**config.mk**
```make
export PLATFORM = sky130hd
export DESIGN_NAME = write_record_ring_with_offset_lookup_core
export DESIGN_NICKNAME = d
export VERILOG_FILES = /design/src/wrlk_pkg.sv /design/src/write_record_ring_with_offset_lookup_core.sv /design/src/wrlk_cell.sv
export SDC_FILE = /design/constraint.sdc
export NUM_CORES = 2
export LEC_CHECK = 0
export ABC_AREA = 1
export BUFFER_PORTS_ARGS = -buffer_cell sky130_fd_sc_hd__buf_2
export CAP_MARGIN = 20
export CORE_AREA = 8 8 373 375
export DETAILED_ROUTE_END_ITERATION = 8
export DIE_AREA = 0 0 381 383
export PLACE_DENSITY = 0.76
export SLEW_MARGIN = 0
export SYNTH_ARGS = -nofsm -noshare
export SYNTH_HDL_FRONTEND = slang
export SYNTH_SLANG_ARGS = --single-unit
export TNS_END_PERCENT = 5
```
**constraint.sdc**
```tcl
create_clock -name clk -period 6.3 [get_ports clk]
set_input_delay 0.63 -clock clk [delete_from_list [all_inputs] [get_ports clk]]
set_output_delay 0.63 -clock clk [all_outputs]
set_load 0.05 [all_outputs]
```
**src/wrlk_pkg.sv**
```systemverilog
// Shared types and constants for the write record ring with offset lookup.
package wrlk_pkg;

    localparam int DEPTH_DEF      = 16;
    localparam int SIZE_WIDTH_DEF = 16;

    localparam int ACTION_W   = 2;
    localparam int HANDLE_W   = 32;
    localparam int IN_SIZE_W  = 16;
    localparam int POS_W      = 20;
    localparam int OUT_SIZE_W = 16;
    localparam int OFS_W      = 16;
    localparam int SLOT_W     = 4;

    localparam logic [ACTION_W-1:0] ACT_ADD   = 2'd0;
    localparam logic [ACTION_W-1:0] ACT_FIND  = 2'd1;
    localparam logic [ACTION_W-1:0] ACT_CLEAR = 2'd2;

    typedef enum logic [1:0] {
        ST_IDLE,
        ST_EVICT,
        ST_WALK
    } state_t;

    // Broadcast from the controller to every cell
    typedef struct packed {
        logic             evict;
        logic             cont;
        logic [POS_W-1:0] pos;
    } cell_ctrl_t;

    // Running byte count handed from one cell to the next
    typedef struct packed {
        logic             valid;
        logic [POS_W-1:0] acc;
    } link_t;

    // Cell report; all zero unless the cell holds the reporting token
    typedef struct packed {
        logic                  report;
        logic                  hit;
        logic [HANDLE_W-1:0]   handle;
        logic [OUT_SIZE_W-1:0] size;
        logic [OFS_W-1:0]      offset;
    } report_t;

endpackage

```
**src/write_record_ring_with_offset_lookup_core.sv**
```systemverilog
// Write record ring with byte offset lookup: controller and ring of slot cells.
// Add to a ring that is not full, find on an empty ring, clear and unused actions: result in the cycle after transfer.
// Add to a full ring: an eviction token goes to the write slot and, in ST_EVICT, reads the slot before it is rewritten.
// Find: the token walks the stored slots from the oldest, one cell per cycle, through up to DEPTH slots.
// One item in flight at a time; a new item is taken once the result register is free.
// Reset (async, active low) empties the ring; record contents are not cleared.
module write_record_ring_with_offset_lookup_core #(
    parameter int DEPTH      = wrlk_pkg::DEPTH_DEF,
    parameter int SIZE_WIDTH = wrlk_pkg::SIZE_WIDTH_DEF
) (
    input  logic                            clk,
    input  logic                            rst_n,
    input  logic                            in_valid,
    output logic                            in_ready,
    input  logic [wrlk_pkg::ACTION_W-1:0]   action,
    input  logic [wrlk_pkg::HANDLE_W-1:0]   record_handle,
    input  logic [wrlk_pkg::IN_SIZE_W-1:0]  record_size,
    input  logic [wrlk_pkg::POS_W-1:0]      byte_position,
    output logic                            out_valid,
    input  logic                            out_ready,
    output logic                            hit,
    output logic                            evicted,
    output logic [wrlk_pkg::HANDLE_W-1:0]   out_handle,
    output logic [wrlk_pkg::OUT_SIZE_W-1:0] out_size,
    output logic [wrlk_pkg::OFS_W-1:0]      offset_within,
    output logic [wrlk_pkg::SLOT_W-1:0]     slot_number
);

    localparam int IDX_W = $clog2(DEPTH);
    localparam int CNT_W = $clog2(DEPTH + 1);
    localparam logic [31:0] SIZE_MAX = (32'd1 << SIZE_WIDTH) - 32'd1;

    function automatic logic [IDX_W-1:0] next_slot(input logic [IDX_W-1:0] s);
        next_slot = (s == IDX_W'(DEPTH - 1)) ? '0 : s + 1'b1;
    endfunction

    wrlk_pkg::state_t state_reg;
    wrlk_pkg::state_t state_next;

    logic [IDX_W-1:0] wi_reg;
    logic [IDX_W-1:0] wi_next;
    logic [IDX_W-1:0] ri_reg;
    logic [IDX_W-1:0] ri_next;
    logic             full_reg;
    logic             full_next;
    logic [CNT_W-1:0] cnt_reg;
    logic [CNT_W-1:0] cnt_next;
    logic [IDX_W-1:0] walk_slot_reg;
    logic [IDX_W-1:0] walk_slot_next;

    logic [wrlk_pkg::HANDLE_W-1:0] handle_hold_reg;
    logic [SIZE_WIDTH-1:0]         size_hold_reg;
    logic [wrlk_pkg::POS_W-1:0]    pos_reg;

    logic                            out_valid_reg;
    logic                            out_valid_next;
    logic                            hit_reg;
    logic                            evicted_reg;
    logic [wrlk_pkg::HANDLE_W-1:0]   handle_reg;
    logic [wrlk_pkg::OUT_SIZE_W-1:0] size_reg;
    logic [wrlk_pkg::OFS_W-1:0]      offset_reg;
    logic [wrlk_pkg::SLOT_W-1:0]     slot_reg;

    logic                  in_fire;
    logic                  is_add;
    logic                  is_find;
    logic                  is_clear;
    logic [IDX_W:0]        used_diff;
    logic [CNT_W-1:0]      count_now;
    logic [31:0]           size_in_wide;
    logic [SIZE_WIDTH-1:0] size_sat;

    logic                            inject;
    logic [IDX_W-1:0]                inject_slot;
    logic                            wr_en;
    logic [wrlk_pkg::HANDLE_W-1:0]   wr_handle;
    logic [SIZE_WIDTH-1:0]           wr_size;
    logic                            add_done;
    logic                            add_evict;
    logic                            res_load;
    logic                            res_hit;
    logic                            res_evicted;
    logic [wrlk_pkg::HANDLE_W-1:0]   res_handle;
    logic [wrlk_pkg::OUT_SIZE_W-1:0] res_size;
    logic [wrlk_pkg::OFS_W-1:0]      res_offset;
    logic [IDX_W-1:0]                res_slot;
    logic [31:0]                     res_slot_wide;

    wrlk_pkg::cell_ctrl_t ctrl;
    wrlk_pkg::link_t      link [DEPTH];
    wrlk_pkg::report_t    cell_rep [DEPTH];
    wrlk_pkg::report_t    rep;
    logic [DEPTH-1:0]     cell_inject;
    logic [DEPTH-1:0]     cell_wr;

    assign in_ready = (state_reg == wrlk_pkg::ST_IDLE) && (!out_valid_reg || out_ready);
    assign in_fire  = in_valid && in_ready;
    assign is_add   = (action == wrlk_pkg::ACT_ADD);
    assign is_find  = (action == wrlk_pkg::ACT_FIND);
    assign is_clear = (action == wrlk_pkg::ACT_CLEAR);

    assign size_in_wide = 32'(record_size);
    assign size_sat = (size_in_wide > SIZE_MAX) ? SIZE_MAX[SIZE_WIDTH-1:0]
                                                : size_in_wide[SIZE_WIDTH-1:0];

    assign used_diff = (wi_reg >= ri_reg) ? ({1'b0, wi_reg} - {1'b0, ri_reg})
                                          : ({1'b0, wi_reg} + (IDX_W + 1)'(DEPTH)
                                             - {1'b0, ri_reg});
    assign count_now = full_reg ? CNT_W'(DEPTH) : CNT_W'(used_diff);

    // Next state
    always_comb
    begin
        state_next = state_reg;
        unique case (state_reg)
            wrlk_pkg::ST_IDLE:
            begin
                if (in_fire && is_add && full_reg)
                    state_next = wrlk_pkg::ST_EVICT;
                else if (in_fire && is_find && (count_now != '0))
                    state_next = wrlk_pkg::ST_WALK;
            end
            wrlk_pkg::ST_EVICT:
                state_next = wrlk_pkg::ST_IDLE;
            wrlk_pkg::ST_WALK:
            begin
                if (rep.report || (cnt_reg == CNT_W'(1)))
                    state_next = wrlk_pkg::ST_IDLE;
            end
            default:
                state_next = wrlk_pkg::ST_IDLE;
        endcase
    end

    // Outputs of the controller
    always_comb
    begin
        inject      = 1'b0;
        inject_slot = ri_reg;
        ctrl.evict  = 1'b0;
        ctrl.cont   = 1'b0;
        ctrl.pos    = pos_reg;
        wr_en       = 1'b0;
        wr_handle   = record_handle;
        wr_size     = size_sat;
        add_done    = 1'b0;
        add_evict   = 1'b0;
        res_load    = 1'b0;
        res_hit     = 1'b0;
        res_evicted = 1'b0;
        res_handle  = '0;
        res_size    = '0;
        res_offset  = '0;
        res_slot    = '0;
        unique case (state_reg)
            wrlk_pkg::ST_IDLE:
            begin
                if (in_fire)
                begin
                    if (is_add && full_reg)
                    begin
                        inject      = 1'b1;
                        inject_slot = wi_reg;
                        ctrl.evict  = 1'b1;
                    end
                    else if (is_find && (count_now != '0))
                    begin
                        inject      = 1'b1;
                        inject_slot = ri_reg;
                    end
                    else
                    begin
                        res_load = 1'b1;
                        if (is_add)
                        begin
                            wr_en    = 1'b1;
                            add_done = 1'b1;
                        end
                    end
                end
            end
            wrlk_pkg::ST_EVICT:
            begin
                // Old contents are shown this cycle and overwritten at the edge
                wr_en       = 1'b1;
                wr_handle   = handle_hold_reg;
                wr_size     = size_hold_reg;
                add_done    = 1'b1;
                add_evict   = 1'b1;
                res_load    = 1'b1;
                res_evicted = 1'b1;
                res_handle  = rep.handle;
                res_size    = rep.size;
                res_slot    = wi_reg;
            end
            wrlk_pkg::ST_WALK:
            begin
                ctrl.cont = (cnt_reg != CNT_W'(1));
                if (rep.report)
                begin
                    res_load   = 1'b1;
                    res_hit    = rep.hit;
                    res_handle = rep.handle;
                    res_size   = rep.size;
                    res_offset = rep.offset;
                    res_slot   = walk_slot_reg;
                end
                else if (cnt_reg == CNT_W'(1))
                    res_load = 1'b1;
            end
            default:
            begin
                res_load = 1'b0;
            end
        endcase
    end

    // Ring indices
    always_comb
    begin
        wi_next   = wi_reg;
        ri_next   = ri_reg;
        full_next = full_reg;
        if (add_done)
        begin
            wi_next = next_slot(wi_reg);
            if (add_evict)
                ri_next = next_slot(ri_reg);
            full_next = (next_slot(wi_reg) == ri_next);
        end
        else if (in_fire && is_clear)
        begin
            wi_next   = '0;
            ri_next   = '0;
            full_next = 1'b0;
        end
    end

    always_comb
    begin
        cnt_next       = cnt_reg;
        walk_slot_next = walk_slot_reg;
        if (inject)
        begin
            cnt_next       = count_now;
            walk_slot_next = inject_slot;
        end
        else if (state_reg == wrlk_pkg::ST_WALK)
        begin
            cnt_next       = cnt_reg - 1'b1;
            walk_slot_next = next_slot(walk_slot_reg);
        end
    end

    always_comb
    begin
        out_valid_next = out_valid_reg;
        if (res_load)
            out_valid_next = 1'b1;
        else if (out_ready)
            out_valid_next = 1'b0;
    end

    always_ff @(posedge clk or negedge rst_n)
    begin
        if (!rst_n)
        begin
            state_reg     <= wrlk_pkg::ST_IDLE;
            wi_reg        <= '0;
            ri_reg        <= '0;
            full_reg      <= 1'b0;
            cnt_reg       <= '0;
            walk_slot_reg <= '0;
            out_valid_reg <= 1'b0;
        end
        else
        begin
            state_reg     <= state_next;
            wi_reg        <= wi_next;
            ri_reg        <= ri_next;
            full_reg      <= full_next;
            cnt_reg       <= cnt_next;
            walk_slot_reg <= walk_slot_next;
            out_valid_reg <= out_valid_next;
        end
    end

    always_ff @(posedge clk)
    begin
        if (in_fire)
        begin
            handle_hold_reg <= record_handle;
            size_hold_reg   <= size_sat;
            pos_reg         <= byte_position;
        end
    end

    assign res_slot_wide = 32'(res_slot);

    always_ff @(posedge clk)
    begin
        if (res_load)
        begin
            hit_reg     <= res_hit;
            evicted_reg <= res_evicted;
            handle_reg  <= res_handle;
            size_reg    <= res_size;
            offset_reg  <= res_offset;
            slot_reg    <= res_slot_wide[wrlk_pkg::SLOT_W-1:0];
        end
    end

    // Ring of cells; the walk token moves one cell per cycle
    genvar g;
    generate
        for (g = 0; g < DEPTH; g++)
        begin : g_cell
            assign cell_inject[g] = inject && (inject_slot == IDX_W'(g));
            assign cell_wr[g]     = wr_en && (wi_reg == IDX_W'(g));

            wrlk_cell #(
                .SIZE_WIDTH (SIZE_WIDTH)
            ) u_cell (
                .clk       (clk),
                .rst_n     (rst_n),
                .ctrl      (ctrl),
                .inject    (cell_inject[g]),
                .wr_en     (cell_wr[g]),
                .wr_handle (wr_handle),
                .wr_size   (wr_size),
                .link_in   (link[(g + DEPTH - 1) % DEPTH]),
                .link_out  (link[g]),
                .rep       (cell_rep[g])
            );
        end
    endgenerate

    // At most one cell holds the token, so the reports merge by OR
    always_comb
    begin
        rep = '0;
        for (int i = 0; i < DEPTH; i++)
            rep = rep | cell_rep[i];
    end

    assign out_valid     = out_valid_reg;
    assign hit           = hit_reg;
    assign evicted       = evicted_reg;
    assign out_handle    = handle_reg;
    assign out_size      = size_reg;
    assign offset_within = offset_reg;
    assign slot_number   = slot_reg;

endmodule

```
**src/wrlk_cell.sv**
```systemverilog
// One ring slot: stores a record and tests the walk token against its byte range.
module wrlk_cell #(
    parameter int SIZE_WIDTH = wrlk_pkg::SIZE_WIDTH_DEF
) (
    input  logic                          clk,
    input  logic                          rst_n,
    input  wrlk_pkg::cell_ctrl_t          ctrl,
    input  logic                          inject,
    input  logic                          wr_en,
    input  logic [wrlk_pkg::HANDLE_W-1:0] wr_handle,
    input  logic [SIZE_WIDTH-1:0]         wr_size,
    input  wrlk_pkg::link_t               link_in,
    output wrlk_pkg::link_t               link_out,
    output wrlk_pkg::report_t             rep
);

    localparam int SUM_W = ((SIZE_WIDTH > wrlk_pkg::POS_W) ? SIZE_WIDTH : wrlk_pkg::POS_W) + 1;

    logic [wrlk_pkg::HANDLE_W-1:0] handle_reg;
    logic [SIZE_WIDTH-1:0]         size_reg;
    logic                          tok_valid_reg;
    logic                          tok_valid_next;
    logic                          tok_evict_reg;
    logic                          tok_evict_next;
    logic [wrlk_pkg::POS_W-1:0]    tok_acc_reg;
    logic [wrlk_pkg::POS_W-1:0]    tok_acc_next;

    logic [SUM_W-1:0]           sum;
    logic                       hit_here;
    logic [SUM_W-1:0]           size_wide;
    logic [wrlk_pkg::POS_W-1:0] ofs_wide;

    always_ff @(posedge clk)
    begin
        if (wr_en)
        begin
            handle_reg <= wr_handle;
            size_reg   <= wr_size;
        end
    end

    always_comb
    begin
        if (inject)
        begin
            tok_valid_next = 1'b1;
            tok_evict_next = ctrl.evict;
            tok_acc_next   = '0;
        end
        else
        begin
            tok_valid_next = link_in.valid & ctrl.cont;
            tok_evict_next = 1'b0;
            tok_acc_next   = link_in.acc;
        end
    end

    always_ff @(posedge clk or negedge rst_n)
    begin
        if (!rst_n)
            tok_valid_reg <= 1'b0;
        else
            tok_valid_reg <= tok_valid_next;
    end

    always_ff @(posedge clk)
    begin
        tok_evict_reg <= tok_evict_next;
        tok_acc_reg   <= tok_acc_next;
    end

    assign size_wide = SUM_W'(size_reg);
    assign sum       = SUM_W'(tok_acc_reg) + size_wide;
    assign hit_here  = sum > SUM_W'(ctrl.pos);
    assign ofs_wide  = ctrl.pos - tok_acc_reg;

    // A passed count never exceeds the position, so it fits the position width
    assign link_out.valid = tok_valid_reg & ~tok_evict_reg & ~hit_here;
    assign link_out.acc   = sum[wrlk_pkg::POS_W-1:0];

    always_comb
    begin
        rep = '0;
        if (tok_valid_reg && (tok_evict_reg || hit_here))
        begin
            rep.report = 1'b1;
            rep.hit    = ~tok_evict_reg;
            rep.handle = handle_reg;
            rep.size   = size_wide[wrlk_pkg::OUT_SIZE_W-1:0];
            rep.offset = ofs_wide[wrlk_pkg::OFS_W-1:0];
        end
    end

endmodule
```
### Word-level counts from Yosys, hierarchy flattened

Cells that the tools add are included.

* add/subtract/negate cells: 39
* magnitude comparators: 18
* eq/ne operators: 41
* muxes and demuxes: 86
* bitwise logic cells: 95
* reductions and logical operators: 86

Operators by type and width (number)
* 66-bit 2-to-1 mux: 16
* 66-bit OR: 15
* 20-bit by 16-bit adder with 21-bit output: 16
* 21-bit by 20-bit > comparator with 1-bit output: 16
* 16-bit subtractor: 16
* 4-bit equality test (second input constant): 18
* 32-bit 2-to-1 mux: 2
* 32-bit case mux with 2 select lines: 1
* 1-bit logical AND: 57
* 4-bit 2-to-1 mux: 14
* 1-bit bitwise AND: 48
* 16-bit 2-to-1 mux: 3
* 1-bit 2-to-1 mux: 38
* 4-bit by 3-bit equality test with 1-bit output (second input constant): 8
* 1-bit NOT: 32
* 16-bit case mux with 2 select lines: 1
* 5-bit 2-to-1 mux: 4
* 1-bit logical OR: 18
* 4-bit by 2-bit equality test with 1-bit output (second input constant): 4
* 16-bit > comparator (second input constant): 1
* 4-bit by 1-bit adder with 4-bit output (second input constant): 3
* 4-bit by 1-bit equality test with 1-bit output (second input constant): 2
* 4-bit zero test: 2
* 4-bit case mux with 2 select lines: 1
* other kinds (21): 29

* bits in registers: 1279
* bits of input ports: 74
* output and inout port bits: 72
* word-level logic and storage cells: 461

### Longest topological paths before layout

* depth after elaboration: 23
* gate-level depth with buffers: 37

### By module

Synthesis repeated with hierarchy kept, for this count alone.

* cell total of the unflattened synthesis: 10284
* area, all modules: 90795.8 um2

Modules (own cells, without submodules)
* wrlk_cell (g_cell[15].u_cell ...): times used 6, cells each 583, area an instance 5141.2 um2, seq. area each 1886.8 um2
* wrlk_cell (g_cell[0].u_cell ...): times used 6, cells each 577, area an instance 5098.6 um2, seq. area each 1886.8 um2
* write_record_ring_with_offset_lookup_core: times used 1, cells each 956, area an instance 9085.0 um2, seq. area each 4669.5 um2
* wrlk_cell (g_cell[9].u_cell): times used 1, cells each 626, area an instance 5137.4 um2, seq. area each 1886.8 um2
* wrlk_cell (g_cell[5].u_cell): times used 1, cells each 588, area an instance 5131.2 um2, seq. area each 1886.8 um2
* wrlk_cell (g_cell[3].u_cell): times used 1, cells each 578, area an instance 5111.2 um2, seq. area each 1886.8 um2
* wrlk_cell (g_cell[4].u_cell): times used 1, cells each 576, area an instance 4892.2 um2, seq. area each 1886.8 um2

### Worst setup path after synthesis

OpenSTA, ideal clock, no wires.

* path type: flip-flop to flip-flop
* start point: register state_reg[0]
* end point: register g_cell[0].u_cell.handle_reg[0] in the netlist's numbering (enable)
* setup time: 0.454 ns
* arrival time: 6.100 ns
* slack: -0.253 ns
* stages on the path, launching flop included: 11
* clock period less this slack: 6.553 ns
* path through: dfrtp_1 inv_1 ha_1 inv_1 a21oi_1 nand2_1 inv_1 a31oi_1 inv_1 nand2_1 nor2_1

* word-level cells in the longest chain between the ends: 6

RTL lines
* start: declaration: RTL line write_record_ring_with_offset_lookup_core.sv:37 `wrlk_pkg::state_t state_reg;`
* start signal: assignment: RTL line write_record_ring_with_offset_lookup_core.sv:268 `state_reg <= wrlk_pkg::ST_IDLE;`
* start signal: assignment: RTL line write_record_ring_with_offset_lookup_core.sv:278 `state_reg <= state_next;`
* 2-bit zero test: RTL line write_record_ring_with_offset_lookup_core.sv:96 `assign in_ready = (state_reg == wrlk_pkg::ST_IDLE) && (!out_valid_reg || out_ready);`
* 1-bit logical AND: RTL line write_record_ring_with_offset_lookup_core.sv:96
* via in_ready: RTL line write_record_ring_with_offset_lookup_core.sv:14 `output logic in_ready,`
* 1-bit logical AND: RTL line write_record_ring_with_offset_lookup_core.sv:97 `assign in_fire = in_valid && in_ready;`
* via in_fire: RTL line write_record_ring_with_offset_lookup_core.sv:64 `logic in_fire;`
* 1-bit 2-to-1 mux: RTL line write_record_ring_with_offset_lookup_core.sv:158 `if (in_fire)`
* 1-bit case mux with 2 select lines: RTL line write_record_ring_with_offset_lookup_core.sv:155 `unique case (state_reg)`
* 1-bit logical AND: RTL line write_record_ring_with_offset_lookup_core.sv:319 `assign cell_wr[g] = wr_en && (wi_reg == IDX_W'(g));`
* via g_cell[0].u_cell.wr_en: RTL line wrlk_cell.sv:9 `input logic wr_en,`
* end signal: assignment: RTL line wrlk_cell.sv:37 `handle_reg <= wr_handle;`
* end: declaration: RTL line wrlk_cell.sv:19 `logic [wrlk_pkg::HANDLE_W-1:0] handle_reg;`

The timed path passes the listed nets, and every way through them passes these cells.
A chain may end at the register's enable or synchronous reset.

==> out/metrics.cfg <==
[clock_tree]
cts_clk_pin_slew_worst_paths_ps=60
htree_num_levels=4
tritoncts_clock_tree=yes
post_cts_setup_buffer_count=0
clock_tree.root_cell=sky130_fd_sc_hd__clkbuf_16
clock_tree.buffer_depth=3
cts.sinks=1279
clk_latency_ps=820
number_of_buffers_created_by_cts=141

[global_routing]
overflow=0
grt_antenna_before_repair=34
gr_layer_usage_met3_pct=16.0
globalRouteMet2Util_pct=67.0
grt_use_total_pct=46.0
first_pass_grt_wire_length_um=481000
vias_in_the_first_global_route=67900
layer_with_the_highest_usage=met2
grt_max_degree=65
gr-usage-met1_pct=55.3

[synthesis]
dominant_combinational_cell_family_by_area_after_synthesis=simple AND/OR/NAND/NOR gates
synth.cell_area_sq_um=79100
yosys_most_used_dff=sky130_fd_sc_hd__edfxtp_1
ys_top_cells_by_area=sky130_fd_sc_hd__edfxtp_1 34%, sky130_fd_sc_hd__ha_1 13%, sky130_fd_sc_hd__nand2_1 12%, sky130_fd_sc_hd__dfxtp_1 8.5%, sky130_fd_sc_hd__inv_1 5.7%
synth-compound-area-share_pct=9.38
yosysTopAreaCellShare_pct=34.4
synth-adder-area-share_pct=14.0
post_synth.cell_area_avg_sq_um=8.54
yosys.area.top_type=sky130_fd_sc_hd__edfxtp_1
synth.net_count=10200
synth_xor_xnor_area_share_pct=4.81
synth_enable_flop_cells=906
yosysWarningCount=0
gate_count_of_the_mapped_netlist=9268
synthSimpleGateAreaFrac_pct=20.8
synth_cell_types=65
synth.area.mux_share_pct=0
ys_seq_elements=1279
part_of_the_yosys_area_used_for_sequential_elements_pct=44.0
synth-async-reset-ratio_pct=2.89

[placed_design]
buffer_ports.inserted=145
globalplace.congestion=1.11
dp.final_hpwl_um=264000
dpl-instance-area_sq_um=82800

[route]
drt_iter0_drc=10500
routed_via_density=6.31
antenna_left=0
finalWirelength_um=349000
detail_route.drc_violations=0
wl_per_cell_um=30.3
vias=72700
drt_pass1_iterations=6

[finish]
finalInstanceArea_sq_um=88200
finish.utilization_pct=66.4
most-common-layout-cells=2423 x sky130_fd_sc_hd__nand2_1, 1195 x sky130_fd_sc_hd__inv_1, 906 x sky130_fd_sc_hd__edfxtp_1
area_growth_pct=11.5
final_layout_size_suffix_gt1_share_pct=6.88
design.final.nets=10600
largest_reg_flops=512
final-seq-area_sq_um=34900
layout.filler_cells=10800
area_taken_by_multi_input_logic_gates_sq_um=39000
mostFrequentLayoutCell=sky130_fd_sc_hd__nand2_1

[timing]
layout_min_cycle_time_ps=6140
fin_worst_skew_ps=51.1
slew_headroom_pct=16.0
fmax_mhz=163
final_max_slew_viol_count=0
rsz_0062_raised_after_global_routing=no
timing_worst_slew_pin_value_ps=1260
final_worst_path_period_share_pct=97.5
final_count_of_negative_setup_slack_endpoints=0
final-hold-violation-count=0

[hold_path]
hp-class=in -> reg

[die]
core.rowCount=134
die_h_um=383
dieWidth_um=381
ios=146
start_util_pct=59.6
floorplan.die_area_sq_um=146000
core_region_sq_um=133000

[critical_path]
worstPathArrival_ps=6660
cp_top_family=simple AND/OR/NAND/NOR gates
crit_fanout=25
critical_path.max_stage_delay_ps=420
critPathKind=reg -> reg
critical_path_required_ps=6820
setup.worst_path.start_class=flip-flop
worst_setup_path_end_kind=flip-flop
critPathBufInv=2
critical_path.most_common_cell=sky130_fd_sc_hd__nand2_1
critical_path.slowest_cell=sky130_fd_sc_hd__ha_1

[flow_run]
max_cap_viol_count=0

[power_and_ir_drop]
report.power.total_mw=50.8
worst_ir_drop_vdd_v=0.000416
static-leakage-power_nw=41.5
power-per-cell-area_nw_per_um2=576

[status]
run_status=finished, final reports clean

## power by group
part           switching, mW  internal (mW)
sequential              2.29           10.8
clock                   3.75           4.70
combinational           19.9           9.45
total                   25.9           24.9
## metrics by stage
stage               std cells  setup TNS (ps)  setup WS (ps)  hold slack (ps)
floorplan                9268         -179130           -253              334
global placement        11200               0            244              504
detailed placement      11200               0            220              521
CTS                     11500               0            154           0.0183
global route            11500               0           50.0             13.6
finish                  11500               0            159             37.0
## synthesized netlist by cell type, types with 35 or more instances
master,n
sky130_fd_sc_hd__clkbuf_1,59
sky130_fd_sc_hd__dfrtp_1,37
sky130_fd_sc_hd__o21bai_1,35
sky130_fd_sc_hd__xor2_1,269
sky130_fd_sc_hd__nand3_1,537
sky130_fd_sc_hd__nor2_1,701
sky130_fd_sc_hd__o22ai_1,78
sky130_fd_sc_hd__nand2_1,2427
sky130_fd_sc_hd__edfxtp_1,906
sky130_fd_sc_hd__a21oi_1,659
sky130_fd_sc_hd__o21ai_0,281
sky130_fd_sc_hd__buf_2,74
sky130_fd_sc_hd__xnor2_1,166
sky130_fd_sc_hd__nor3_1,102
sky130_fd_sc_hd__nand4_1,96
sky130_fd_sc_hd__inv_1,1199
sky130_fd_sc_hd__ha_1,832
sky130_fd_sc_hd__dfxtp_1,336
sky130_fd_sc_hd__a31oi_1,43
## kinds of logic (layout without fill, tap and decap cells)
family / after synthesis / count (layout)
compound gates: 1318 / 1318
fa+ha+maj: 865 / 865
flops: 1279 / 1279
simple gates: 3986 / 3986
other cells: 0 / 22
xor+xnor: 435 / 435
buf+inv: 1385 / 1847
## timing repair
item                                    CTS  global route
hold buffers                             65             0
hold endpoints to repair                 89             0
gates resized for setup                   0             4
endpoints found under the setup margin    0            65
## worst register-to-register path, delay by kind of cell (launching register included)
kind	cells	cell delay (ps)
fa+ha+maj	2	720
compound gates	7	1410
simple gates	19	2390
flops	1	400
xor+xnor	1	330
buf+inv	2	620
## worst paths after layout
check	startpoint	to	cells past startpoint	slack, ps
worst max-delay path	g_cell[12].u_cell.size_reg[4]	out_size[11]	31	160
worst min-delay path	record_handle[28]	handle_hold_reg[28]	1	40
worst max register to register	g_cell[12].u_cell.size_reg[4]	out_size[11]	31	160
worst min register to register	g_cell[10].u_cell.tok_acc_reg[19]	g_cell[11].u_cell.tok_acc_reg[19]	3	540
max in group asynchronous	rst_n	g_cell[6].u_cell.tok_valid_reg	2	5030
min in group asynchronous	rst_n	wi_reg[0]	2	560
## final cells by class
class	instances	share of cell area [%]
multi-input cells	6604	44.2
flip-flops and latches	1279	39.5
inverters	1209	5.15
clock buffers	198	4.43
repair buffers	379	3.27
well taps	1768	2.51
clock inverters	61	0.881
diodes	22	0.0624
## layer usage
metal  part of all wire (%)  wire length, um
met4                     10            35200
met5                  0.071              249
met3                     15            52000
met1                     34           120000
met2                     41           142000
Power figures use the tool's default switching activity.
